$ cat src/sv/qrs_pkg.sv
package qrs_pkg;

    localparam int OUT_BITS = 40;

    // status and sign flags that ride along the divider cells
    typedef struct packed {
        logic a_zero;
        logic cmplx;
        logic neg1;
        logic neg2;
    } t_div_side;

endpackage

$ cat src/sv/qrs_div_cell.sv
module qrs_div_cell
    import qrs_pkg::*;
#(
    parameter int QW  = 33,
    parameter int DNW = 17
) (
    input  logic                  i_clk,
    input  logic                  i_rst_n,
    input  logic                  i_en,
    input  logic                  i_valid,
    input  logic [DNW-1:0]        i_den,
    input  logic [1:0][QW-1:0]    i_num,
    input  logic [1:0][DNW-1:0]   i_rem,
    input  logic [1:0][QW-1:0]    i_quo,
    input  t_div_side             i_side,
    output logic                  o_valid,
    output logic [DNW-1:0]        o_den,
    output logic [1:0][QW-1:0]    o_num,
    output logic [1:0][DNW-1:0]   o_rem,
    output logic [1:0][QW-1:0]    o_quo,
    output t_div_side             o_side
);

    logic [1:0][DNW:0]   rem_sh;
    logic [1:0][DNW:0]   diff;
    logic [1:0]          ge;
    logic [1:0][QW-1:0]  n_num;
    logic [1:0][DNW-1:0] n_rem;
    logic [1:0][QW-1:0]  n_quo;

    logic                r_valid;
    logic [DNW-1:0]      r_den;
    logic [1:0][QW-1:0]  r_num;
    logic [1:0][DNW-1:0] r_rem;
    logic [1:0][QW-1:0]  r_quo;
    t_div_side           r_side;

    // restoring step on both lanes, sharing the divisor
    always_comb begin
        for (int l = 0; l < 2; l++) begin
            rem_sh[l] = {i_rem[l], i_num[l][QW-1]};
            diff[l]   = rem_sh[l] - {1'b0, i_den};
            ge[l]     = (rem_sh[l] >= {1'b0, i_den});
            n_rem[l]  = ge[l] ? diff[l][DNW-1:0] : rem_sh[l][DNW-1:0];
            n_quo[l]  = {i_quo[l][QW-2:0], ge[l]};
            n_num[l]  = {i_num[l][QW-2:0], 1'b0};
        end
    end

    always_ff @(posedge i_clk) begin
        if (!i_rst_n) begin
            r_valid <= 1'b0;
        end else if (i_en) begin
            r_valid <= i_valid;
        end
    end

    always_ff @(posedge i_clk) begin
        if (i_en) begin
            r_den  <= i_den;
            r_num  <= n_num;
            r_rem  <= n_rem;
            r_quo  <= n_quo;
            r_side <= i_side;
        end
    end

    assign o_valid = r_valid;
    assign o_den   = r_den;
    assign o_num   = r_num;
    assign o_rem   = r_rem;
    assign o_quo   = r_quo;
    assign o_side  = r_side;

endmodule

$ cat config.mk
export PLATFORM = sky130hd
export DESIGN_NAME = qrs_div_cell
export DESIGN_NICKNAME = d
export VERILOG_FILES = /design/src/sv/qrs_pkg.sv /design/src/sv/qrs_div_cell.sv
export SDC_FILE = /design/constraint.sdc
export NUM_CORES = 1
export LEC_CHECK = 0
export ABC_AREA = 1
export BUFFER_PORTS_ARGS = -buffer_cell sky130_fd_sc_hd__buf_4
export CAP_MARGIN = 25
export CORE_ASPECT_RATIO = 1.75
export CORE_UTILIZATION = 35
export CTS_CLUSTER_SIZE = 40
export DETAILED_ROUTE_END_ITERATION = 10
export MAX_ROUTING_LAYER = met4
export PLACE_DENSITY = 0.74
export SYNTH_ARGS = -nofsm -noshare
export SYNTH_HDL_FRONTEND = slang
export SYNTH_SLANG_ARGS = --single-unit
$ cat constraint.sdc
create_clock -name i_clk -period 4.3 [get_ports i_clk]
set_input_delay 0.215 -clock i_clk [delete_from_list [all_inputs] [get_ports i_clk]]
set_output_delay 0.215 -clock i_clk [all_outputs]
set_load 0.005 [all_outputs]
## Yosys cells after proc, flatten, opt, wreduce, memory -nomap -nowiden

Cells that the tools add are included.

| storage, ports and cells | value |
|---|---|
| bits in registers | 186 |
| input port bits | 191 |
| output and inout bits | 188 |
| word-level logic and storage cells | 18 |

| cells by class | value |
|---|---|
| add/subtract/negate cells | 2 |
| $lt $le $gt $ge | 2 |
| multiplexer cells | 2 |

Operator list:

| cell | count |
|---|---|
| $ge A18 B17 Y1 | 2 |
| $mux W17 | 2 |
| $sub A17 B17 Y17 | 2 |

## Logic depth before layout (Yosys ltp)

| depth | value |
|---|---|
| word-level depth | 2 |
| gate-level depth with buffers | 15 |
| gate-level depth less buffers | 14 |

## Worst setup path after synthesis

OpenSTA, ideal clock, no wires.

| timing | value |
|---|---|
| path type | input to register |
| start | input port i_num[32] (netlist name) |
| end | register r_rem (netlist bit o_rem[5]) (data pin) |
| library setup time | 0.252 ns |
| arrival time | 1.638 ns |
| data required time | 4.048 ns |
| setup slack | 2.410 ns |
| stages on the path | 15 |
| path buffers | 1 |
| path through | inv_1 > ha_1 > inv_1 > fa_1 > nand2_1 > nand2_1 > nand3_2 > nand2_2 > nand2_1 > nand2_2 > nand2_4 > nand2_4 > buf_6 > nand2_1 > nand2_1 |

RTL lines:

| element | line | text |
|---|---|---|
| start: declaration | qrs_div_cell.sv:12 | `input logic [1:0][QW-1:0] i_num,` |
| end signal: assignment | qrs_div_cell.sv:62 | `r_rem <= n_rem;` |
| end: declaration | qrs_div_cell.sv:34 | `logic [1:0][DNW-1:0] r_rem;` |

==> metrics.csv <==
metric,value,unit
slowest_delay,0.53,ns
required,4.48,ns
crit_arrival,2.75,ns
leakagePower,6.500,nW
finalSetupTns,0,ns
final_antenna_net_count,0,
ys_ff_latch,186,
htree_levels,4,
slew-limit-headroom,38.43,%
nNetsFinal,1532,
clockBufferDepth,2,
ys_warn_count,0,
finClkSkew,0,ns
yosys.area.top_type,edfxtp_1,
overflow,0,
hold_violations,0,
setup_violations,0,
synth_top_area_share,65.53,%
preCtsSetupSlack,1.838,ns
p_total,4.762,mW
die_area,24870,um2
cts_setup_buffers,0,
start_util,35.57,%
numCtsBuffers,17,
grt_pass1_wl,43370,um
status,completed,
placedCellCount,1444,
drive_gt1_share,33.81,%
insertion_delay,0.43,ns
drt_first_pass_iters,5,
cts_tree,built,
syn-cell-area,8478,um2
drt_first_iter_violations,498,
grt_pass1_vias,7830,
drt-wirelength-per-cell,18.10,um
endpoint_kind,flip-flop,
rsz0062_at_grt,false,
core_area,23840,um2
via_per_inst,4.657,
regArea,5575,um2
num_rows,75,
path_class,in2reg,
io_buffers,374,
cts.sinks,186,
syn_to_final_growth,61.54,%
fmax,0.3882,GHz
maxCapViolations,0,
synth_cell_types,36,
post-route-min-period,2.576,ns
slowest_stage,dlygate4sd3_1,
num_vias,7581,
final_max_slew_viol_count,0,
hold_class,in2reg,
worstMarginPinSlew,0.9235,ns
fin_crit_sh,59.91,%
synth_area_leaders,"edfxtp_1 66%, nand2_1 11%, inv_1 5.0%",
grt_max_degree,101,
place_hpwl,21080,um
path_cells,"dlygate4sd3_1, buf_4, inv_1, ha_1, a21oi_1, o21a_1, nand2_1, nor2_4, nand2_4, nand2_1, nand2_1",
ys_seq_area_share,65.76,%
grt_util_all_layers,24.57,%
layoutNonFillerInstCount,1628,
final_cell_mix,"375 x buf_4, 250 x nand2_1, 185 x edfxtp_1",
worstPathMaxFanout,18,
synth_cells,766,
postSynthAreaPerCell,11.07,um2
place.gp.congestion,1.009,
layout_setup_ws,1.724,ns
rrSetupSlack,3.63,ns
die_x,119.7,um
cpMostUsedCell,nand2_1,
fillers,1937,
die_h,207.9,um
clk_root_buffer_cell,clkbuf_16,
crit_path_start_kind,input port,
p_per_area,347.7,nW/um2
clkTransAtPathRegs,0.07,ns
io_pins,379,
antenna_found_initial,4,
multi_input_area,2382,um2
final_common_cell,buf_4,
wirelength,29470,um
vdd_drop_max,0.2169,mV
drc,0,
final timing paths:
| path | startpoint | endpoint | cells after the start |
|---|---|---|---|
| max | i_den[15] | o_rem[6]$_DFFE_PP_ | 11 |
| min | i_valid | o_valid$_SDFFE_PN0P_ | 3 |
| max reg2reg | o_valid$_SDFFE_PN0P_ | o_valid$_SDFFE_PN0P_ | 2 |
| min reg2reg | o_valid$_SDFFE_PN0P_ | o_valid$_SDFFE_PN0P_ | 2 |
state kept, by name, summed over array words and instances, names as in the netlist:
signal and cells:
o_den 17, o_num 64, o_quo 66, o_rem 34
o_side 4, o_valid 1
metrics by stage:
step	utilization (%)	area, um2	hold WS, ns
after floorplan	-	8482	0.3085
after global placement	48.83	11640	0.3928
after detailed placement	48.83	11640	0.3942
after CTS	57.42	13690	0.01464
after global routing	57.46	13700	0.03066
final	57.46	13700	0.04743
critical path, delay by kind of cell:
kind / cells / cell delay (ns)
AOI/OAI and AO/OA: 2 / 0.47
adders and majority gates: 1 / 0.35
buffers and inverters: 3 / 0.70
and+or+nand+nor: 5 / 1.00
layer usage:
metal / GRT usage [%] / vias to the layer above / wire (um)
met3: 6.798 / 64 / 1987
met1: 22.00 / 3571 / 9928
met5: - / - / 0
met2: 45.96 / 337 / 16410
li1: - / 3609 / -
met4: 12.41 / 0 / 1137
report_power, final:
| part | internal [mW] | switching, mW | total, mW |
|---|---|---|---|
| Clock | 0.800 | 0.689 | 1.49 |
| Sequential | 2.19 | 0.0624 | 2.26 |
| Combinational | 0.524 | 0.493 | 1.02 |
cell type report:
cell class                      instances  share of cell area (%)
Inverter                              120                   3.289
Antenna cell                            4                 0.07309
Sequential cell                       186                   40.71
Tap cell                              308                   2.814
Multi-Input combinational cell        453                   17.39
Clock inverter                         12                  0.8405
Clock buffer                           18                   3.134
Timing Repair Buffer                  527                   31.75
synthesized netlist by cell type, drive strengths merged:
| cell type | number |
|---|---|
| fa | 2 |
| inv | 119 |
| nor4 | 1 |
| conb | 1 |
| clkinv | 1 |
| buf | 8 |
| nand2 | 272 |
| nand3b | 1 |
| edfxtp | 185 |
| dfxtp | 1 |
| nand4 | 5 |
| xnor2 | 2 |
| nor3 | 5 |
| ha | 34 |
| nor2 | 28 |
| a21oi | 20 |
| xor2 | 12 |
| nand3 | 61 |
| and3 | 2 |
| or2 | 2 |
| o21ai | 2 |
| o21a | 1 |
| and2 | 1 |
timing repair:
| action | 4_1_cts | 5_1_grt |
|---|---|---|
| gates resized for setup | 0 | 0 |
| endpoints found under the setup margin | 0 | 0 |
| hold endpoints to repair | 150 | 0 |
| hold buffers | 150 | 0 |
logic make-up after synthesis:
kind of cell / synth area share, %
xor gates and xnor gates: 1.446
other: 0.04423
adders and majority gates: 5.490
DFF: 65.76
buffers and inverters: 6.184
AOI/OAI and AO/OA: 1.476
and+or+nand+nor: 19.60
Note: power is estimated with default switching activity, not from simulation.
