$ cat src/sv/qrs_sqrt_cell.sv
module qrs_sqrt_cell #(
    parameter int RW  = 50,
    parameter int SW  = 25,
    parameter int SBW = 8
) (
    input  logic           i_clk,
    input  logic           i_rst_n,
    input  logic           i_en,
    input  logic           i_valid,
    input  logic [RW-1:0]  i_rad,
    input  logic [SW:0]    i_rem,
    input  logic [SW-1:0]  i_root,
    input  logic [SBW-1:0] i_side,
    output logic           o_valid,
    output logic [RW-1:0]  o_rad,
    output logic [SW:0]    o_rem,
    output logic [SW-1:0]  o_root,
    output logic [SBW-1:0] o_side
);

    logic [SW+2:0] rem_sh;
    logic [SW+2:0] trial;
    logic [SW+2:0] diff;
    logic          ge;
    logic [SW:0]   n_rem;
    logic [SW-1:0] n_root;
    logic [RW-1:0] n_rad;

    logic           r_valid;
    logic [RW-1:0]  r_rad;
    logic [SW:0]    r_rem;
    logic [SW-1:0]  r_root;
    logic [SBW-1:0] r_side;

    // one root digit: bring down two radicand bits, try root*4+1
    always_comb begin
        rem_sh = {i_rem, i_rad[RW-1:RW-2]};
        trial  = {1'b0, i_root, 2'b01};
        diff   = rem_sh - trial;
        ge     = (rem_sh >= trial);
        n_rem  = ge ? diff[SW:0] : rem_sh[SW:0];
        n_root = {i_root[SW-2:0], ge};
        n_rad  = {i_rad[RW-3:0], 2'b00};
    end

    always_ff @(posedge i_clk) begin
        if (!i_rst_n) begin
            r_valid <= 1'b0;
        end else if (i_en) begin
            r_valid <= i_valid;
        end
    end

    always_ff @(posedge i_clk) begin
        if (i_en) begin
            r_rad  <= n_rad;
            r_rem  <= n_rem;
            r_root <= n_root;
            r_side <= i_side;
        end
    end

    assign o_valid = r_valid;
    assign o_rad   = r_rad;
    assign o_rem   = r_rem;
    assign o_root  = r_root;
    assign o_side  = r_side;

endmodule

$ cat config.mk
export PLATFORM = sky130hd
export DESIGN_NAME = qrs_sqrt_cell
export DESIGN_NICKNAME = d
export VERILOG_FILES = /design/src/sv/qrs_sqrt_cell.sv
export SDC_FILE = /design/constraint.sdc
export NUM_CORES = 1
export LEC_CHECK = 0
export CAP_MARGIN = 0
export CELL_PAD_IN_SITES_DETAIL_PLACEMENT = 1
export CELL_PAD_IN_SITES_GLOBAL_PLACEMENT = 1
export CORE_MARGIN = 4
export CORE_UTILIZATION = 40
export DETAILED_ROUTE_END_ITERATION = 10
export DONT_BUFFER_PORTS = 1
export PLACE_DENSITY = 0.64
export SYNTH_ARGS = -nofsm -noshare
export SYNTH_HDL_FRONTEND = slang
export SYNTH_SLANG_ARGS = --single-unit
$ cat constraint.sdc
create_clock -name i_clk -period 5.1 [get_ports i_clk]
set_input_delay 0.255 -clock i_clk [delete_from_list [all_inputs] [get_ports i_clk]]
set_output_delay 0.255 -clock i_clk [all_outputs]
set_load 0.05 [all_outputs]
# ---- Word level (Yosys, flattened, before mapping)
# Index checks and enable logic that the tools add are counted.
dict set report classes {
  order_cmp 1
  mux 1
  addsub 1
}
# operator count
set ops {}
lappend ops {{28-bit by 27-bit >= comparator with 1-bit output} 1}
lappend ops {{26-bit 2-to-1 mux} 1}
lappend ops {{26-bit subtractor} 1}
dict set report word_totals {
  input_bits 113
  reg_bits 108
  wordCells 8
  output_inout_bits 110
}

# ---- Logic depth before layout (Yosys ltp)
dict set report logic_depth {
  ltp_word 2
  ltp_mapped 12
  mapped_depth_nobuf 10
}

# ---- Worst setup path after synthesis
# Ideal clock, no wire load.
dict set report synth_timing {
  path_type {input to register}
  from {input i_root[1]}
  to {register r_rem[10] (netlist: o_rem[10]) (data pin)}
  setup_ns 0.260
  path_buffers 1
  slack_ns 2.616
  arrival_time_ns 2.224
  path_stages 11
  path_cell_list {inv_1 > ha_1 > o211ai_2 > a21oi_2 > o211ai_4 > a21oi_2 > o311a_4 > nor2_8 > inv_2 > buf_6 > mux2_4}
}
dict set report synth_between {
  elab_chain_len 2
}
# element line
set synth_rtl {}
lappend synth_rtl {{start: declaration} 12} ;# input logic [SW-1:0] i_root,
lappend synth_rtl {{26-bit subtractor / 28-bit by 27-bit >= comparator with 1-bit output (equally long branches)} {39, 40}}
lappend synth_rtl {{26-bit 2-to-1 mux (*)} 41} ;# n_rem = ge ? diff[SW:0] : rem_sh[SW:0];
lappend synth_rtl {{net n_rem[10]} 25} ;# logic [SW:0] n_rem;
lappend synth_rtl {{end signal: assignment} 57} ;# r_rem <= n_rem;
lappend synth_rtl {{end: declaration} 31} ;# logic [SW:0] r_rem;
# Mark *: on every way through the listed nets, which the timed path passes. The rest lies on a longest branch.
# A chain may end at the register's enable or synchronous reset.

# ---- Worst setup path after layout
dict set report layout_timing {
  from {input i_root[11]}
  to {register r_rem[21] (netlist: o_rem[21]) (data pin)}
}
# Same word-level chain as after synthesis.

==> results.md <==
* Worst Max-Slew Pin Slew at 942 ps
* Run status: finished clean
* Required time of the critical path at 5200 ps
* Synth Flop Type: edfxtp_1
* RSZ-0062 raised after global routing: no
* CP Launch Type: input pin
* Multi-input gate area at 1890 um2
* CP Data Arrival Time at 2670 ps
* Clock Sinks at roughly 110
* Pre-Repair DR Iteration Count at 4
* Endpoint class of the critical path: register
* Fin crit share at about 50%
* Postcts setup bufs at 0
* Peak supply drop at ~0.00015 V
* Dpl hpwl at 10300 um
* Cell family with most CP delay: compound AO/OA/AOI/OAI gates
* Final core occ at 51.2%
* Seq/Total Area, Yosys at 60.9%
* Internal power at 1600 uW
* CTS Buffer Depth at 2
* Comb pwr share at between 10 and 15%
* Die Y at 123 um
* Most frequent cells in the layout: 107 x edfxtp_1, 81 x dlygate4sd3_1, 32 x inv_1
* Switch Pwr at 857 uW
* 1st-iter DRT viols at 227
* Critical path, cell by cell: inv_1 > ha_1 > a21oi_1 > o211ai_1 > a31oi_1 > o21ai_0 > a21o_1 > nor2_8 > inv_2 > mux2_4
* Num CTS Buffers at 9
* Buf/Inv on CP at 2
* Fin nets at 621
* CTS tree: done
* Sequential Power Share at between 50% and 60%
* Gate Count Post-Synth at 398
* Area delta synth->final at 23.8%
* P_leak at 0.00253 uW
* CP max stage cell: inv_2
* CORE AREA at 12800 um2
* Setup violators final at 0
* Worst hold path type: in2reg
* GRT Total Usage at 18.7%
* Starting Density at about two fifths
* Clock slew at reported path FFs at 80 ps
* Die X at roughly 120 um
* FILL cells at 1294
* Clock network power share at 28.5%
* Cell Area, Placed at between 5000 and 6000 um2
* Sw Share at about a third
* Non-Filler Cell Area, Final at 6570 um2
* Setup TNS at 0 ps
* Post-layout power at 2460 uW
* Diode count at 0
* ANT nets after route at 0
* Overflow after GRT at 0
* Clk root buf: clkbuf_16
* Slowest stage delay, CP at roughly 470 ps
* Rel. slew slack at 36.2%
* Min Clock Period, post-route at about 2600 ps
* PortBufs at 0
* Die area at between 15000 and 20000 um2
* Vias at ~3600
* Worst Skew at 0 ps
* IO Pins at 223
* Remaining DRCs at 0
* Post_cts resized at 0
* Syn. warnings at 0
* Per-cell routed wire length at 22.4 um
* Critical path depth at 10
* Number of global-route vias before repair at 3602
* Sequential Area at 3230 um2
* EDFF count, synth at ~110
* Asr flop ratio synth at 0%
* First-pass GRT wire length at 21200 um
* Pwr dens at 375 nW/um2
* Initial antenna violation count at 0
* FMAX at 389 MHz
* Final wirelength at 14700 um
* Synth unique cells at 56
* Critical path type: in2reg
* GP Congestion at around 0.83
* Worst skew pair latency at 350 ps
* DR vias/cell at 5.42
* Synth Register Bits at 108
* Crit path max fanout at 20
* Cell area after synthesis at ~5300 um2
* Cells on worst reg2reg path at 2
* Number of placement rows at 41
* Largest net degree at the start of global routing at 109
* Syn avg cell area at 13.3 um2
* Hold path cells at 0
* H-tree depth at 3
* Commonest non-fill, non-tap cell in the layout: edfxtp_1
* Maxcap violations at 0
* Final hold vios at 0
* Layout cells sized above 1 at 8.64%
* Final Max Tran Viols at 0
final timing paths:
path / startpoint / end / slack [ps]
hold / removal: i_en / o_rem[23]$_DFFE_PP_ / 30
setup / recovery: i_root[11] / o_rem[21]$_DFFE_PP_ / 2530
hold reg to reg: o_valid$_SDFFE_PN0P_ / o_valid$_SDFFE_PN0P_ / 790
setup reg to reg: o_valid$_SDFFE_PN0P_ / o_valid$_SDFFE_PN0P_ / 4130
final cells by class:
class                   instances  area share (%)
clock buffers                   9            3.43
well taps                     172            3.28
multi-input cells             248            28.8
repair buffers                 81            12.3
flip-flops and latches        108            49.2
clock inverters                 7            1.09
inverters                      33            1.89
synthesized netlist by cell type, types with 3 or more instances:
| master | count | area [um2] |
|---|---|---|
| a211oi_1 | 3 | 22.5 |
| a21boi_0 | 4 | 30.0 |
| a21o_1 | 10 | 75.1 |
| a21oi_1 | 26 | 130 |
| a21oi_2 | 3 | 26.3 |
| and3_1 | 5 | 31.3 |
| and3b_1 | 3 | 26.3 |
| clkbuf_1 | 5 | 18.8 |
| edfxtp_1 | 107 | 3210 |
| ha_1 | 27 | 338 |
| inv_1 | 32 | 120 |
| mux2_4 | 16 | 240 |
| nand2_1 | 13 | 48.8 |
| nand2b_1 | 6 | 37.5 |
| nand3_1 | 15 | 75.1 |
| nand4_1 | 5 | 31.3 |
| nor2_1 | 17 | 63.8 |
| nor2b_1 | 3 | 18.8 |
| nor3_1 | 9 | 45.0 |
| nor4_1 | 4 | 25.0 |
| o211ai_1 | 5 | 37.5 |
| o21a_1 | 5 | 37.5 |
| o21ai_0 | 17 | 85.1 |
| o31ai_1 | 6 | 45.0 |
| xnor2_1 | 11 | 96.3 |
| xor2_1 | 4 | 35.0 |
registers in the layout, summed over array words and instances, names as in the netlist:
register,flops
o_valid,1
o_rad,48
o_side,8
o_root,25
o_rem,26
power groups by stage:
stage	logic [uW]	clock network [uW]	registers [uW]
after floorplan	234	0	1420
after CTS	337	724	1430
after global placement	280	0	1450
final	336	701	1420
after global routing	372	767	1430
after detailed placement	284	0	1450
per-layer routing:
| layer | vias up | routed length [um] | GRT usage, % |
|---|---|---|---|
| met4 | 0 | 232 | 5.74 |
| met5 | - | 0 | 0 |
| met3 | 16 | 1420 | 7.00 |
| met1 | 1707 | 5840 | 21.8 |
| li1 | 1682 | - | - |
| met2 | 159 | 7240 | 32.0 |
metrics by stage:
step,hold WS [ps],cells,setup WS [ps]
5_1_grt,14.0,658,2330
3_3_place_gp,354,561,2180
2_1_floorplan,354,399,2620
3_5_place_dp,354,561,2160
4_1_cts,5.02,657,2520
6_report,28.2,658,2530
logic make-up after synthesis:
logic type	after synthesis	share of synthesized area, %
buffers and inverters	43	3.49
XOR/XNOR	15	2.48
flip-flops	108	60.9
adder cells (fa/ha/maj)	27	6.37
multiplexers	17	4.72
AO/OA/AOI/OAI	100	13.1
AND/OR/NAND/NOR	87	8.82
other	1	0.0707
worst register-to-register path, cell delays in order, from the launching register on:
cell,delay (ps)
dfxtp_1,650
mux2i_1,140
nor2b_1,120
what timing repair did:
item	4_1_cts	5_1_grt
endpoints found under the hold margin	80	5
endpoints found under the setup margin	0	0
hold buffers	80	1
Power figures use the tool's default switching activity.
